### src/design/pidff_pkg.sv
// Shared types and widths for the PID step unit with feed-forward.
// Used by pidff_term and pid_feedforward_step_unit; no dependencies.
`default_nettype none

package pidff_pkg;

  localparam int DATA_W     = 32;
  localparam int LIMIT_W    = 31;
  localparam int ESUM_W     = 48;
  localparam int ESUM_SPLIT = 24;
  localparam int PROD_W     = 80;
  localparam int TERM_W     = 62;
  localparam int TERM_EXP   = 60;
  localparam int SUM_W      = 64;
  localparam int CFG_IDX_W  = 3;
  localparam int STAGES     = 5;

  typedef enum logic [CFG_IDX_W-1:0] {
    REG_KP        = 3'd0,
    REG_KI_STEP   = 3'd1,
    REG_KD_RATE   = 3'd2,
    REG_FF_OFFSET = 3'd3,
    REG_FF1_RATE  = 3'd4,
    REG_FF2_RATE  = 3'd5,
    REG_OUT_LIMIT = 3'd6
  } cfg_reg_e;

endpackage

`default_nettype wire

### src/design/pidff_term.sv
// Product term scaling: floor shift by the fraction width, saturate to +/- 2^60.
// Depends on pidff_pkg for the product and term widths.
`default_nettype none

module pidff_term #(
  parameter int FRAC_BITS = 16
) (
  input  logic signed [pidff_pkg::PROD_W-1:0] prod_i,
  output logic signed [pidff_pkg::TERM_W-1:0] term_o
);

  localparam int ProdW = pidff_pkg::PROD_W;
  localparam int TermW = pidff_pkg::TERM_W;
  localparam logic signed [ProdW-1:0] TermMax =
    {{(ProdW - pidff_pkg::TERM_EXP - 1){1'b0}}, 1'b1, {pidff_pkg::TERM_EXP{1'b0}}};
  localparam logic signed [ProdW-1:0] TermMin = -TermMax;

  logic signed [ProdW-1:0] shifted;

  always_comb begin
    shifted = prod_i >>> FRAC_BITS;
    if (shifted > TermMax) begin
      term_o = TermMax[TermW-1:0];
    end else if (shifted < TermMin) begin
      term_o = TermMin[TermW-1:0];
    end else begin
      term_o = shifted[TermW-1:0];
    end
  end

endmodule

`default_nettype wire

### config.mk
export PLATFORM = sky130hd
export DESIGN_NAME = pidff_term
export DESIGN_NICKNAME = d
export VERILOG_FILES = /design/src/design/pidff_pkg.sv /design/src/design/pidff_term.sv
export SDC_FILE = /design/constraint.sdc
export NUM_CORES = 1
export LEC_CHECK = 0
export BUFFER_PORTS_ARGS = -buffer_cell sky130_fd_sc_hd__buf_4
export CAP_MARGIN = 25
export CORE_MARGIN = 3
export CORE_UTILIZATION = 30
export DETAILED_ROUTE_END_ITERATION = 6
export MAX_ROUTING_LAYER = met4
export PLACE_DENSITY = 0.9
export SLEW_MARGIN = 20
export SYNTH_ARGS = -nofsm -noshare
export SYNTH_HDL_FRONTEND = slang
export SYNTH_SLANG_ARGS = --single-unit
### constraint.sdc
create_clock -name vclk -period 3.3
set_clock_uncertainty 0.1 [all_clocks]
set_input_delay 0.825 -clock vclk [all_inputs]
set_output_delay 0.825 -clock vclk [all_outputs]
set_load 0.02 [all_outputs]
==> impl_metrics.sql, run 1 <==
INSERT INTO impl_metrics (metric_group, metric, value, unit) VALUES
('logic_synthesis', 'simple_gate_share_of_the_synthesized_area', '43.8', '%'),
('layout', 'clock_buffers', '0', ''),
('logic_synthesis', 'synthesis.instances', '166', ''),
('logic_synthesis', 'synth_compound_area_share', '41.7', '%'),
('layout', 'final_layout_size_suffix_gt1_share', '71.3', '%'),
('grt', 'grt.total_usage', '25.2', '%'),
('route', 'drt_drc_violations_left', '0', ''),
('job', 'max_cap_violations', '0', ''),
('status', 'status', 'finished with violations', ''),
('timing', 'final.min_clock_period', '3.51', 'ns'),
('floorplan', 'core-area', '0.00264', 'mm²'),
('logic_synthesis', 'main_combinational_cell_family_by_area_after_synthesis', 'simple AND/OR/NAND/NOR gates', ''),
('layout', 'mostFrequentLayoutCell', 'sky130_fd_sc_hd__buf_4', ''),
('floorplan', 'rows', '18', ''),
('floorplan', 'initial_standard_cell_utilization_of_the_core', '33.3', '%'),
('floorplan', 'die_y', '60.1', 'µm'),
('power_and_ir_drop', 'clockPowerShare', '0', '%'),
('route', 'viasPerCell', '5.67', ''),
('layout', 'nets', '368', ''),
('timing', 'finalSetupTns', '-10.44', 'ns'),
('timing', 'max_slew.worst_pin.slew', '0.415', 'ns'),
('power_and_ir_drop', 'power.sequential.fraction', '0', '%'),
('layout', 'area.growth.synth_to_final', '167', '%'),
('power_and_ir_drop', 'power.net_switching', '0.182', 'mW'),
('timing', 'fin_worst_hold_slack', '1.88', 'ns'),
('grt', 'grtUsageMet1', '30.9', '%'),
('route', 'vias', '1791', ''),
('timing', 'setup_viol_count_final', '61', ''),
('layout', 'nFlopsAndLatches', '0', ''),
('route', 'initialDrtViolationCount', '100', ''),
('grt', 'overflow', '0', ''),
('grt', 'grtUsageMet3', '2.38', '%'),
('timing', 'period_share', '106', '%'),
('worst_setup_path', 'timing.critical_path.to_type', 'output port', ''),
('power_and_ir_drop', 'p_sw_share', '53.9', '%'),
('route', 'firstDrtPassIters', '4', ''),
('logic_synthesis', 'synth_fp_nets', '246', ''),
('route', 'drt-total-wl', '5760', 'µm'),
('logic_synthesis', 'post_synth_instance_area', '877', 'µm²'),
('layout', 'insertedDiodeCount', '0', ''),
('place', 'port_buffers', '126', ''),
('hold_path', 'hp-class', 'in -> out', ''),
('floorplan', 'i_o_pin_total', '142', ''),
('cts', 'cts_hold_repair.buffers', '0', ''),
('grt', 'grt_pass1_vias', '1616', ''),
('place', 'half_perimeter_wire_length_after_placement', '3440', 'µm'),
('status', 'failed_checks', 'negative setup slack', ''),
('route', 'final_antenna_net_count', '0', ''),
('timing', 'setup_ws_final', '-0.210', 'ns'),
('worst_setup_path', 'worst-setup-path-type', 'in -> out', ''),
('route', 'post_drt_wl_per_cell', '18.2', 'µm'),
('grt', 'antenna_violations_before_repair', '0', ''),
('layout', 'seqCellArea', '0', 'µm²'),
('logic_synthesis', 'post_synth_fa_ha_maj_area_fraction', '0', '%'),
('grt', 'grt_start_max_net_pins', '38', ''),
('logic_synthesis', 'yosysSeqAreaShare', '0', '%'),
('power_and_ir_drop', 'power_frac_comb', '100.0', '%'),
('grt', 'grtUsageMet2', '46.3', '%'),
('logic_synthesis', 'synth.lib_cells_used.distinct', '13', ''),
('grt', 'globalRoute.busiestLayer', 'met2', ''),
('floorplan', 'dieWidth', '60.1', 'µm'),
('power_and_ir_drop', 'irDropWorstVdd', '0.000129', 'V'),
('logic_synthesis', 'post-synth-top-area-cell', 'sky130_fd_sc_hd__nand2_1', ''),
('power_and_ir_drop', 'power.density_cell_area', '144', 'mW/mm²'),
('logic_synthesis', 'syn-mean-instance-area', '5.28', 'µm²'),
('logic_synthesis', 'synth_xor_area_share', '0', '%'),
('cts', 'cts.repair_timing.setup_buffer_count', '0', ''),
('timing', 'hold_violations', '0', ''),
('worst_setup_path', 'worst_path_arrival_time', '2.58', 'ns'),
('layout', 'final_cell_mix', '103 x sky130_fd_sc_hd__buf_4, 60 x sky130_fd_sc_hd__nand2_1, 42 x sky130_fd_sc_hd__a21oi_2, 31 x sky130_fd_sc_hd__buf_6, 13 x sky130_fd_sc_hd__a21oi_1', ''),
('worst_setup_path', 'start_kind', 'input pin', '');
==> final cells by class <==
class | instances | area (µm²) | share of cell area, %
repair buffers | 140 | 1240 | 52.9
multi-input cells | 146 | 1060 | 45.5
well taps | 30 | 37.5 | 1.61
==> power by group through the flow <==
stage	combinational [mW]	clock, mW	sequential [mW]
5_1_grt	0.357	0	0
3_5_place_dp	0.277	0	0
3_3_place_gp	0.273	0	0
6_report	0.338	0	0
4_1_cts	0.298	0	0
2_1_floorplan	0.126	0	0
==> path summary, 6_finish.rpt <==
kind                    from    endpoint  slack [ns]  depth (start not counted)
setup / recovery  prod_i[48]  term_o[20]       -0.21                          7
hold / removal    prod_i[69]  term_o[53]        1.88                          4
==> per-stage QoR <==
stage	instances	area, µm²	power, mW	utilization (%)	setup slack, ns
CTS	314	2050	0.298	77.8	-0.0971
finish	316	2340	0.338	88.7	-0.210
floorplan	166	877	0.126	-	0.00924
detailed placement	314	1860	0.277	70.6	-0.380
global placement	314	1860	0.273	70.6	-0.390
global route	316	2340	0.357	88.7	-0.306
==> per-layer routing <==
metal	wire length, µm	part of all wire, %	up-vias
met3	479	8.3	20
met2	2980	52	96
met5	0	0	-
li1	-	-	834
met4	221	3.8	0
met1	2070	36	841
==> critical path, cell delays in order <==
cell	delay (ns)
sky130_fd_sc_hd__buf_4	0.12
sky130_fd_sc_hd__nor4_2	0.30
sky130_fd_sc_hd__nand4_1	0.19
sky130_fd_sc_hd__or4_4	0.62
sky130_fd_sc_hd__buf_12	0.20
sky130_fd_sc_hd__a21oi_2	0.16
sky130_fd_sc_hd__buf_4	0.16
==> Yosys cell counts, types with 4 or more instances <==
master                     instances
sky130_fd_sc_hd__a21oi_1          45
sky130_fd_sc_hd__a21oi_2          15
sky130_fd_sc_hd__buf_6             7
sky130_fd_sc_hd__nand4_1           4
sky130_fd_sc_hd__nand2_1          61
sky130_fd_sc_hd__clkbuf_1         13
sky130_fd_sc_hd__nor4_1           15
==> kinds of logic after synthesis <==
group,after synthesis
simple gates,85
compound gates,61
buf+inv,20
==> what timing repair did <==
| action | 4_1_cts | 5_1_grt |
|---|---|---|
| endpoints found under the hold margin | 0 | 0 |
| endpoints found under the setup margin | 61 | 61 |
| pin swaps | 5 | 11 |
| resized for setup | 40 | 55 |
| cloned | 0 | 2 |
(Power assumes the default switching activity.)
==> run 2, diff against run 1 <==
Settings changed: SETUP_SLACK_MARGIN set to 0.1.
==> impl_metrics.sql, run 2 (synthesis gave the netlist of run 1 again) <==
INSERT INTO impl_metrics (metric_group, metric, value, unit) VALUES
('hold_path', 'hp-class', 'in -> out', ''),
('timing', 'hold_violations', '0', ''),
('layout', 'nets', '368', ''),
('grt', 'antenna_violations_before_repair', '0', ''),
('route', 'firstDrtPassIters', '4', ''),
('layout', 'mostFrequentLayoutCell', 'sky130_fd_sc_hd__buf_4', ''),
('status', 'status', 'finished with violations', ''),
('timing', 'period_share', '104', '%'),
('layout', 'instances_no_fill', '316', ''),
('route', 'drt-total-wl', '5180', 'µm'),
('layout', 'nFlopsAndLatches', '0', ''),
('worst_setup_path', 'critical_path_peak_fanout', '16', ''),
('timing', 'final.min_clock_period', '3.45', 'ns'),
('power_and_ir_drop', 'post-layout-total-power', '0.331', 'mW'),
('worst_setup_path', 'worst_path_arrival_time', '2.52', 'ns'),
('place', 'port_buffers', '126', ''),
('route', 'viasPerCell', '5.45', ''),
('worst_setup_path', 'worst-setup-path-type', 'in -> out', ''),
('timing', 'setup_ws_final', '-0.148', 'ns'),
('timing', 'max_slew.worst_pin.slew', '0.583', 'ns'),
('grt', 'overflow', '0', ''),
('layout', 'seqCellArea', '0', 'µm²'),
('layout', 'clock_buffers', '0', ''),
('grt', 'grt_pass1_vias', '1512', ''),
('worst_setup_path', 'required_time_of_the_critical_path', '2.37', 'ns'),
('layout', 'insertedDiodeCount', '0', ''),
('status', 'failed_checks', 'negative setup slack', ''),
('floorplan', 'die_y', '60.1', 'µm'),
('floorplan', 'i_o_pin_total', '142', ''),
('timing', 'worst_slew_margin_rel', '61.1', '%'),
('route', 'vias', '1723', ''),
('layout', 'area.growth.synth_to_final', '161', '%'),
('job', 'max_cap_violations', '0', ''),
('timing', 'finalSetupTns', '-5.89', 'ns'),
('place', 'post-place-cells', '316', ''),
('grt', 'grt_start_max_net_pins', '43', ''),
('grt', 'grt_pass1_wl', '7020', 'µm'),
('cts', 'cts_hold_repair.buffers', '0', ''),
('timing', 'setup_viol_count_final', '61', ''),
('floorplan', 'rows', '18', ''),
('floorplan', 'design.die.area', '0.00361', 'mm²'),
('power_and_ir_drop', 'power.leakage', '1.04', 'nW'),
('grt', 'grt.total_usage', '25.2', '%'),
('layout', 'layout.cell_area.non_filler', '0.00229', 'mm²'),
('route', 'post_drt_wl_per_cell', '16.4', 'µm'),
('timing', 'unrepaired_setup_endpoints_after_global_routing', 'yes', ''),
('timing', 'timing_max_transition_violations_final', '0', ''),
('route', 'initialDrtViolationCount', '116', ''),
('timing', 'fin_worst_hold_slack', '1.87', 'ns'),
('floorplan', 'core-area', '0.00264', 'mm²'),
('cts', 'cts.repair_timing.setup_buffer_count', '0', ''),
('floorplan', 'initial_standard_cell_utilization_of_the_core', '33.3', '%'),
('floorplan', 'dieWidth', '60.1', 'µm'),
('worst_setup_path', 'start_kind', 'input pin', ''),
('worst_setup_path', 'timing.critical_path.to_type', 'output port', ''),
('hold_path', 'min_path_cells', '4', ''),
('layout', 'multiInputGateArea', '0.00105', 'mm²'),
('layout', 'fillerInstances', '152', ''),
('timing', 'maxClockFrequency', '290', 'MHz'),
('place', 'place_congestion', '0.883', ''),
('power_and_ir_drop', 'power.density_cell_area', '144', 'mW/mm²'),
('layout', 'final_layout_size_suffix_gt1_share', '71.0', '%'),
('place', 'place_area', '0.00190', 'mm²'),
('route', 'drt_drc_violations_left', '0', ''),
('route', 'final_antenna_net_count', '0', ''),
('power_and_ir_drop', 'irDropWorstVdd', '0.000114', 'V'),
('place', 'half_perimeter_wire_length_after_placement', '3450', 'µm'),
('layout', 'final_cell_mix', '109 x sky130_fd_sc_hd__buf_4, 60 x sky130_fd_sc_hd__nand2_1, 44 x sky130_fd_sc_hd__a21oi_2, 26 x sky130_fd_sc_hd__buf_6, 15 x sky130_fd_sc_hd__a21oi_1', '');
-- run 2: worst paths after layout --
| path | startpoint | to | slack [ns] |
|---|---|---|---|
| min | prod_i[27] | term_o[11] | 1.87 |
| max | prod_i[55] | term_o[18] | -0.15 |
-- run 2: per-layer routing --
metal  vias up  GRT usage (%)  part of all wire (%)  wire (µm)
met1       795           30.0                    37       1910
met2        83           47.4                    54       2800
met3        12           1.51                   6.6        341
li1        833              -                     -          -
met5         -              -                     0          0
met4         0           2.85                   2.4        125
-- run 2: critical path: stages --
cell                      delay, ns
sky130_fd_sc_hd__buf_4         0.13
sky130_fd_sc_hd__nor4_4        0.26
sky130_fd_sc_hd__nand4_1       0.18
sky130_fd_sc_hd__or4_4         0.58
sky130_fd_sc_hd__buf_12        0.20
sky130_fd_sc_hd__a21oi_2       0.17
sky130_fd_sc_hd__buf_4         0.17
-- run 2: cell type report --
type,count,share of cell area (%)
multi-input cells,146,45.8
well taps,30,1.64
repair buffers,140,52.6
-- run 2: per-stage QoR --
step           worst slack, ns  utilization [%]
3_5_place_dp            -0.422             72.1
2_1_floorplan          0.00924                -
6_report                -0.148             87.0
3_3_place_gp            -0.376             72.1
5_1_grt                 -0.235             87.0
4_1_cts                -0.0691             81.2
-- run 2: power breakdown --
part           total, mW  switching, mW  internal (mW)
combinational      0.331          0.176          0.155
sequential             0              0              0
clock                  0              0              0
-- run 2: timing repair --
item	CTS	global route
gates resized for setup	46	36
pin swaps	4	2
endpoints found under the setup margin	61	61
==> run 3, diff against run 2 <==
Settings changed: ABC_AREA set to 1, CORE_UTILIZATION 30 to 36, PLACE_DENSITY 0.9 to 0.91, SKIP_LAST_GASP set to 1.
==> impl_metrics.sql, run 3 <==
INSERT INTO impl_metrics (metric_group, metric, value, unit) VALUES
('power_and_ir_drop', 'irDropWorstVdd', '0.0000926', 'V'),
('hold_path', 'hp-class', 'in -> out', ''),
('logic_synthesis', 'synth_fp_nets', '288', ''),
('floorplan', 'die_y', '64.4', 'µm'),
('timing', 'final.min_clock_period', '3.02', 'ns'),
('floorplan', 'core-area', '0.00315', 'mm²'),
('route', 'firstDrtPassIters', '4', ''),
('timing', 'hold_violations', '0', ''),
('place', 'place_congestion', '0.729', ''),
('timing', 'setup_viol_count_final', '0', ''),
('worst_setup_path', 'start_kind', 'input pin', ''),
('worst_setup_path', 'timing.critical_path.to_type', 'output port', ''),
('power_and_ir_drop', 'clockPowerShare', '0', '%'),
('place', 'port_buffers', '126', ''),
('power_and_ir_drop', 'cell_internal_pwr', '0.140', 'mW'),
('status', 'status', 'finished clean', ''),
('layout', 'nFlopsAndLatches', '0', ''),
('timing', 'fin_worst_hold_slack', '1.84', 'ns'),
('route', 'drt-total-wl', '4210', 'µm'),
('logic_synthesis', 'fraction_of_synthesized_cell_area_taken_by_the_top_area_cell_type', '42.8', '%'),
('cts', 'cts_hold_repair.buffers', '0', ''),
('timing', 'maxClockFrequency', '331', 'MHz'),
('logic_synthesis', 'post_synth_instance_area', '0.00123', 'mm²'),
('power_and_ir_drop', 'power.leakage', '1.03', 'nW'),
('power_and_ir_drop', 'p_sw_share', '53.6', '%'),
('timing', 'worst_slew_margin_rel', '73.4', '%'),
('logic_synthesis', 'synthesis.instances', '208', ''),
('timing', 'max_slew.worst_pin.slew', '0.399', 'ns'),
('logic_synthesis', 'synth.cells.most_frequent', '80 x sky130_fd_sc_hd__nand2_1, 60 x sky130_fd_sc_hd__a21oi_2, 39 x sky130_fd_sc_hd__nor2_1', ''),
('hold_path', 'hold_path_startpoint', 'prod_i[79]', ''),
('layout', 'final_cell_mix', '128 x sky130_fd_sc_hd__buf_4, 80 x sky130_fd_sc_hd__nand2_1, 60 x sky130_fd_sc_hd__a21oi_2, 39 x sky130_fd_sc_hd__nor2_1', ''),
('route', 'vias', '1718', ''),
('logic_synthesis', 'yosysSeqAreaShare', '0', '%'),
('worst_setup_path', 'required_time_of_the_critical_path', '2.37', 'ns'),
('logic_synthesis', 'synth.lib_cells_used.distinct', '13', ''),
('logic_synthesis', 'syn-mean-instance-area', '5.90', 'µm²'),
('power_and_ir_drop', 'power.density_cell_area', '141', 'mW/mm²'),
('job', 'max_cap_violations', '0', ''),
('power_and_ir_drop', 'power.sequential.fraction', '0', '%'),
('place', 'half_perimeter_wire_length_after_placement', '3340', 'µm'),
('grt', 'overflow', '0', ''),
('layout', 'final_layout_size_suffix_gt1_share', '61.9', '%'),
('floorplan', 'rows', '20', ''),
('logic_synthesis', 'yosysWarningCount', '0', ''),
('route', 'viasPerCell', '4.72', ''),
('layout', 'seqCellArea', '0', 'µm²'),
('timing', 'unrepaired_setup_endpoints_after_global_routing', 'no', ''),
('cts', 'cts_resized', '0', ''),
('floorplan', 'dieWidth', '64.4', 'µm'),
('worst_setup_path', 'termination_of_the_worst_setup_path', 'term_o[34]', ''),
('floorplan', 'design.die.area', '0.00415', 'mm²'),
('timing', 'period_share', '91.5', '%'),
('floorplan', 'initial_standard_cell_utilization_of_the_core', '38.9', '%'),
('timing', 'timing_max_transition_violations_final', '0', ''),
('worst_setup_path', 'critical_path_origin', 'prod_i[79]', ''),
('worst_setup_path', 'worst-setup-path-type', 'in -> out', ''),
('logic_synthesis', 'post_synth_main_area_contributors', 'sky130_fd_sc_hd__a21oi_2 43%, sky130_fd_sc_hd__nand2_1 24%, sky130_fd_sc_hd__nor2_1 12%', ''),
('layout', 'insertedDiodeCount', '0', ''),
('layout', 'fillerInstances', '297', ''),
('grt', 'grt_pass1_vias', '1591', ''),
('grt', 'antenna_violations_before_repair', '0', ''),
('grt', 'grt_start_max_net_pins', '61', ''),
('power_and_ir_drop', 'power.net_switching', '0.162', 'mW'),
('layout', 'mostFrequentLayoutCell', 'sky130_fd_sc_hd__buf_4', ''),
('layout', 'area.growth.synth_to_final', '74.1', '%'),
('logic_synthesis', 'most_repeated_cell_in_the_gate_level_netlist_after_synthesis', 'sky130_fd_sc_hd__nand2_1', ''),
('worst_setup_path', 'critical_path_peak_fanout', '60', ''),
('power_and_ir_drop', 'power_frac_comb', '100.0', '%'),
('timing', 'finalSetupTns', '0', 'ns'),
('route', 'post_drt_wl_per_cell', '11.6', 'µm'),
('floorplan', 'i_o_pin_total', '142', ''),
('cts', 'cts.repair_timing.setup_buffer_count', '0', ''),
('layout', 'nets', '402', ''),
('route', 'initialDrtViolationCount', '148', ''),
('route', 'final_antenna_net_count', '0', ''),
('route', 'drt_drc_violations_left', '0', ''),
('layout', 'clock_buffers', '0', ''),
('grt', 'grt.total_usage', '19.2', '%'),
('logic_synthesis', 'post-synth-top-area-cell', 'sky130_fd_sc_hd__a21oi_2', ''),
('worst_setup_path', 'worst_path_arrival_time', '2.09', 'ns'),
('grt', 'grt_pass1_wl', '6640', 'µm'),
('layout', 'final_core_util', '67.8', '%');
## run 3: cell types whose count changed after synthesis, moves of 2 or more
| cell | delta |
|---|---|
| sky130_fd_sc_hd__nor4_1 | -15 |
| sky130_fd_sc_hd__clkbuf_1 | -13 |
| sky130_fd_sc_hd__buf_2 | +6 |
| sky130_fd_sc_hd__nor2_2 | +3 |
| sky130_fd_sc_hd__inv_1 | +2 |
| sky130_fd_sc_hd__nor2_1 | +38 |
| sky130_fd_sc_hd__a21oi_1 | -45 |
| sky130_fd_sc_hd__nand4_1 | -4 |
| sky130_fd_sc_hd__a21oi_2 | +45 |
| sky130_fd_sc_hd__buf_6 | +5 |
| sky130_fd_sc_hd__nand2_1 | +19 |
## run 3: cells by family (layout without fill, tap and decap cells)
| logic type | after synthesis | in the layout | synth area share (%) |
|---|---|---|---|
| buffers and inverters | 22 | 134 | 15.2 |
| AOI/OAI and AO/OA | 62 | 62 | 45.6 |
| and+or+nand+nor | 124 | 124 | 39.2 |
## run 3: stage by stage
step	total power [mW]	std cells	area (µm²)	setup WS, ns
5_1_grt	0.328	364	2140	0.112
3_5_place_dp	0.304	364	2140	0.275
2_1_floorplan	0.166	208	1230	0.568
3_3_place_gp	0.300	364	2140	0.305
4_1_cts	0.305	364	2140	0.271
6_report	0.302	364	2140	0.282
## run 3: power groups by stage
stage / clock network (mW) / registers, mW / logic [mW]
after floorplan: 0 / 0 / 0.166
after global placement: 0 / 0 / 0.300
after detailed placement: 0 / 0 / 0.304
after CTS: 0 / 0 / 0.305
after global routing: 0 / 0 / 0.328
final: 0 / 0 / 0.302
## run 3: area by class of cell
cell class         count  area [µm²]  area share [%]
inverters              3        11.3           0.527
multi-input cells    186        1050            49.1
well taps             44        55.1            2.58
repair buffers       131        1020            47.8
## run 3: per-layer routing
layer	global-route usage [%]	share of wire, %	vias up
met5	-	0	-
met4	0.528	0	0
met3	1.58	7.9	0
met2	37.0	50	80
met1	22.6	42	744
li1	-	-	894
## run 3: worst min-delay path by stage
| stage | endpoint | slack, ns | depth (start not counted) |
|---|---|---|---|
| finish | term_o[61] | 1.84 | 2 |
| detailed placement | term_o[61] | 1.84 | 2 |
| floorplan | term_o[0] | 1.67 | 2 |
| CTS | term_o[61] | 1.84 | 2 |
| global placement | term_o[61] | 1.84 | 2 |
| global route | term_o[61] | 1.85 | 2 |
## run 3: critical path: stages
cell	delay, ns
sky130_fd_sc_hd__buf_4	0.14
sky130_fd_sc_hd__nor2_2	0.12
sky130_fd_sc_hd__nand2_1	0.06
sky130_fd_sc_hd__nor2_1	0.08
sky130_fd_sc_hd__nand2_1	0.06
sky130_fd_sc_hd__nor2_2	0.15
sky130_fd_sc_hd__nand2_4	0.07
sky130_fd_sc_hd__buf_12	0.20
sky130_fd_sc_hd__a21oi_2	0.17
sky130_fd_sc_hd__buf_4	0.15
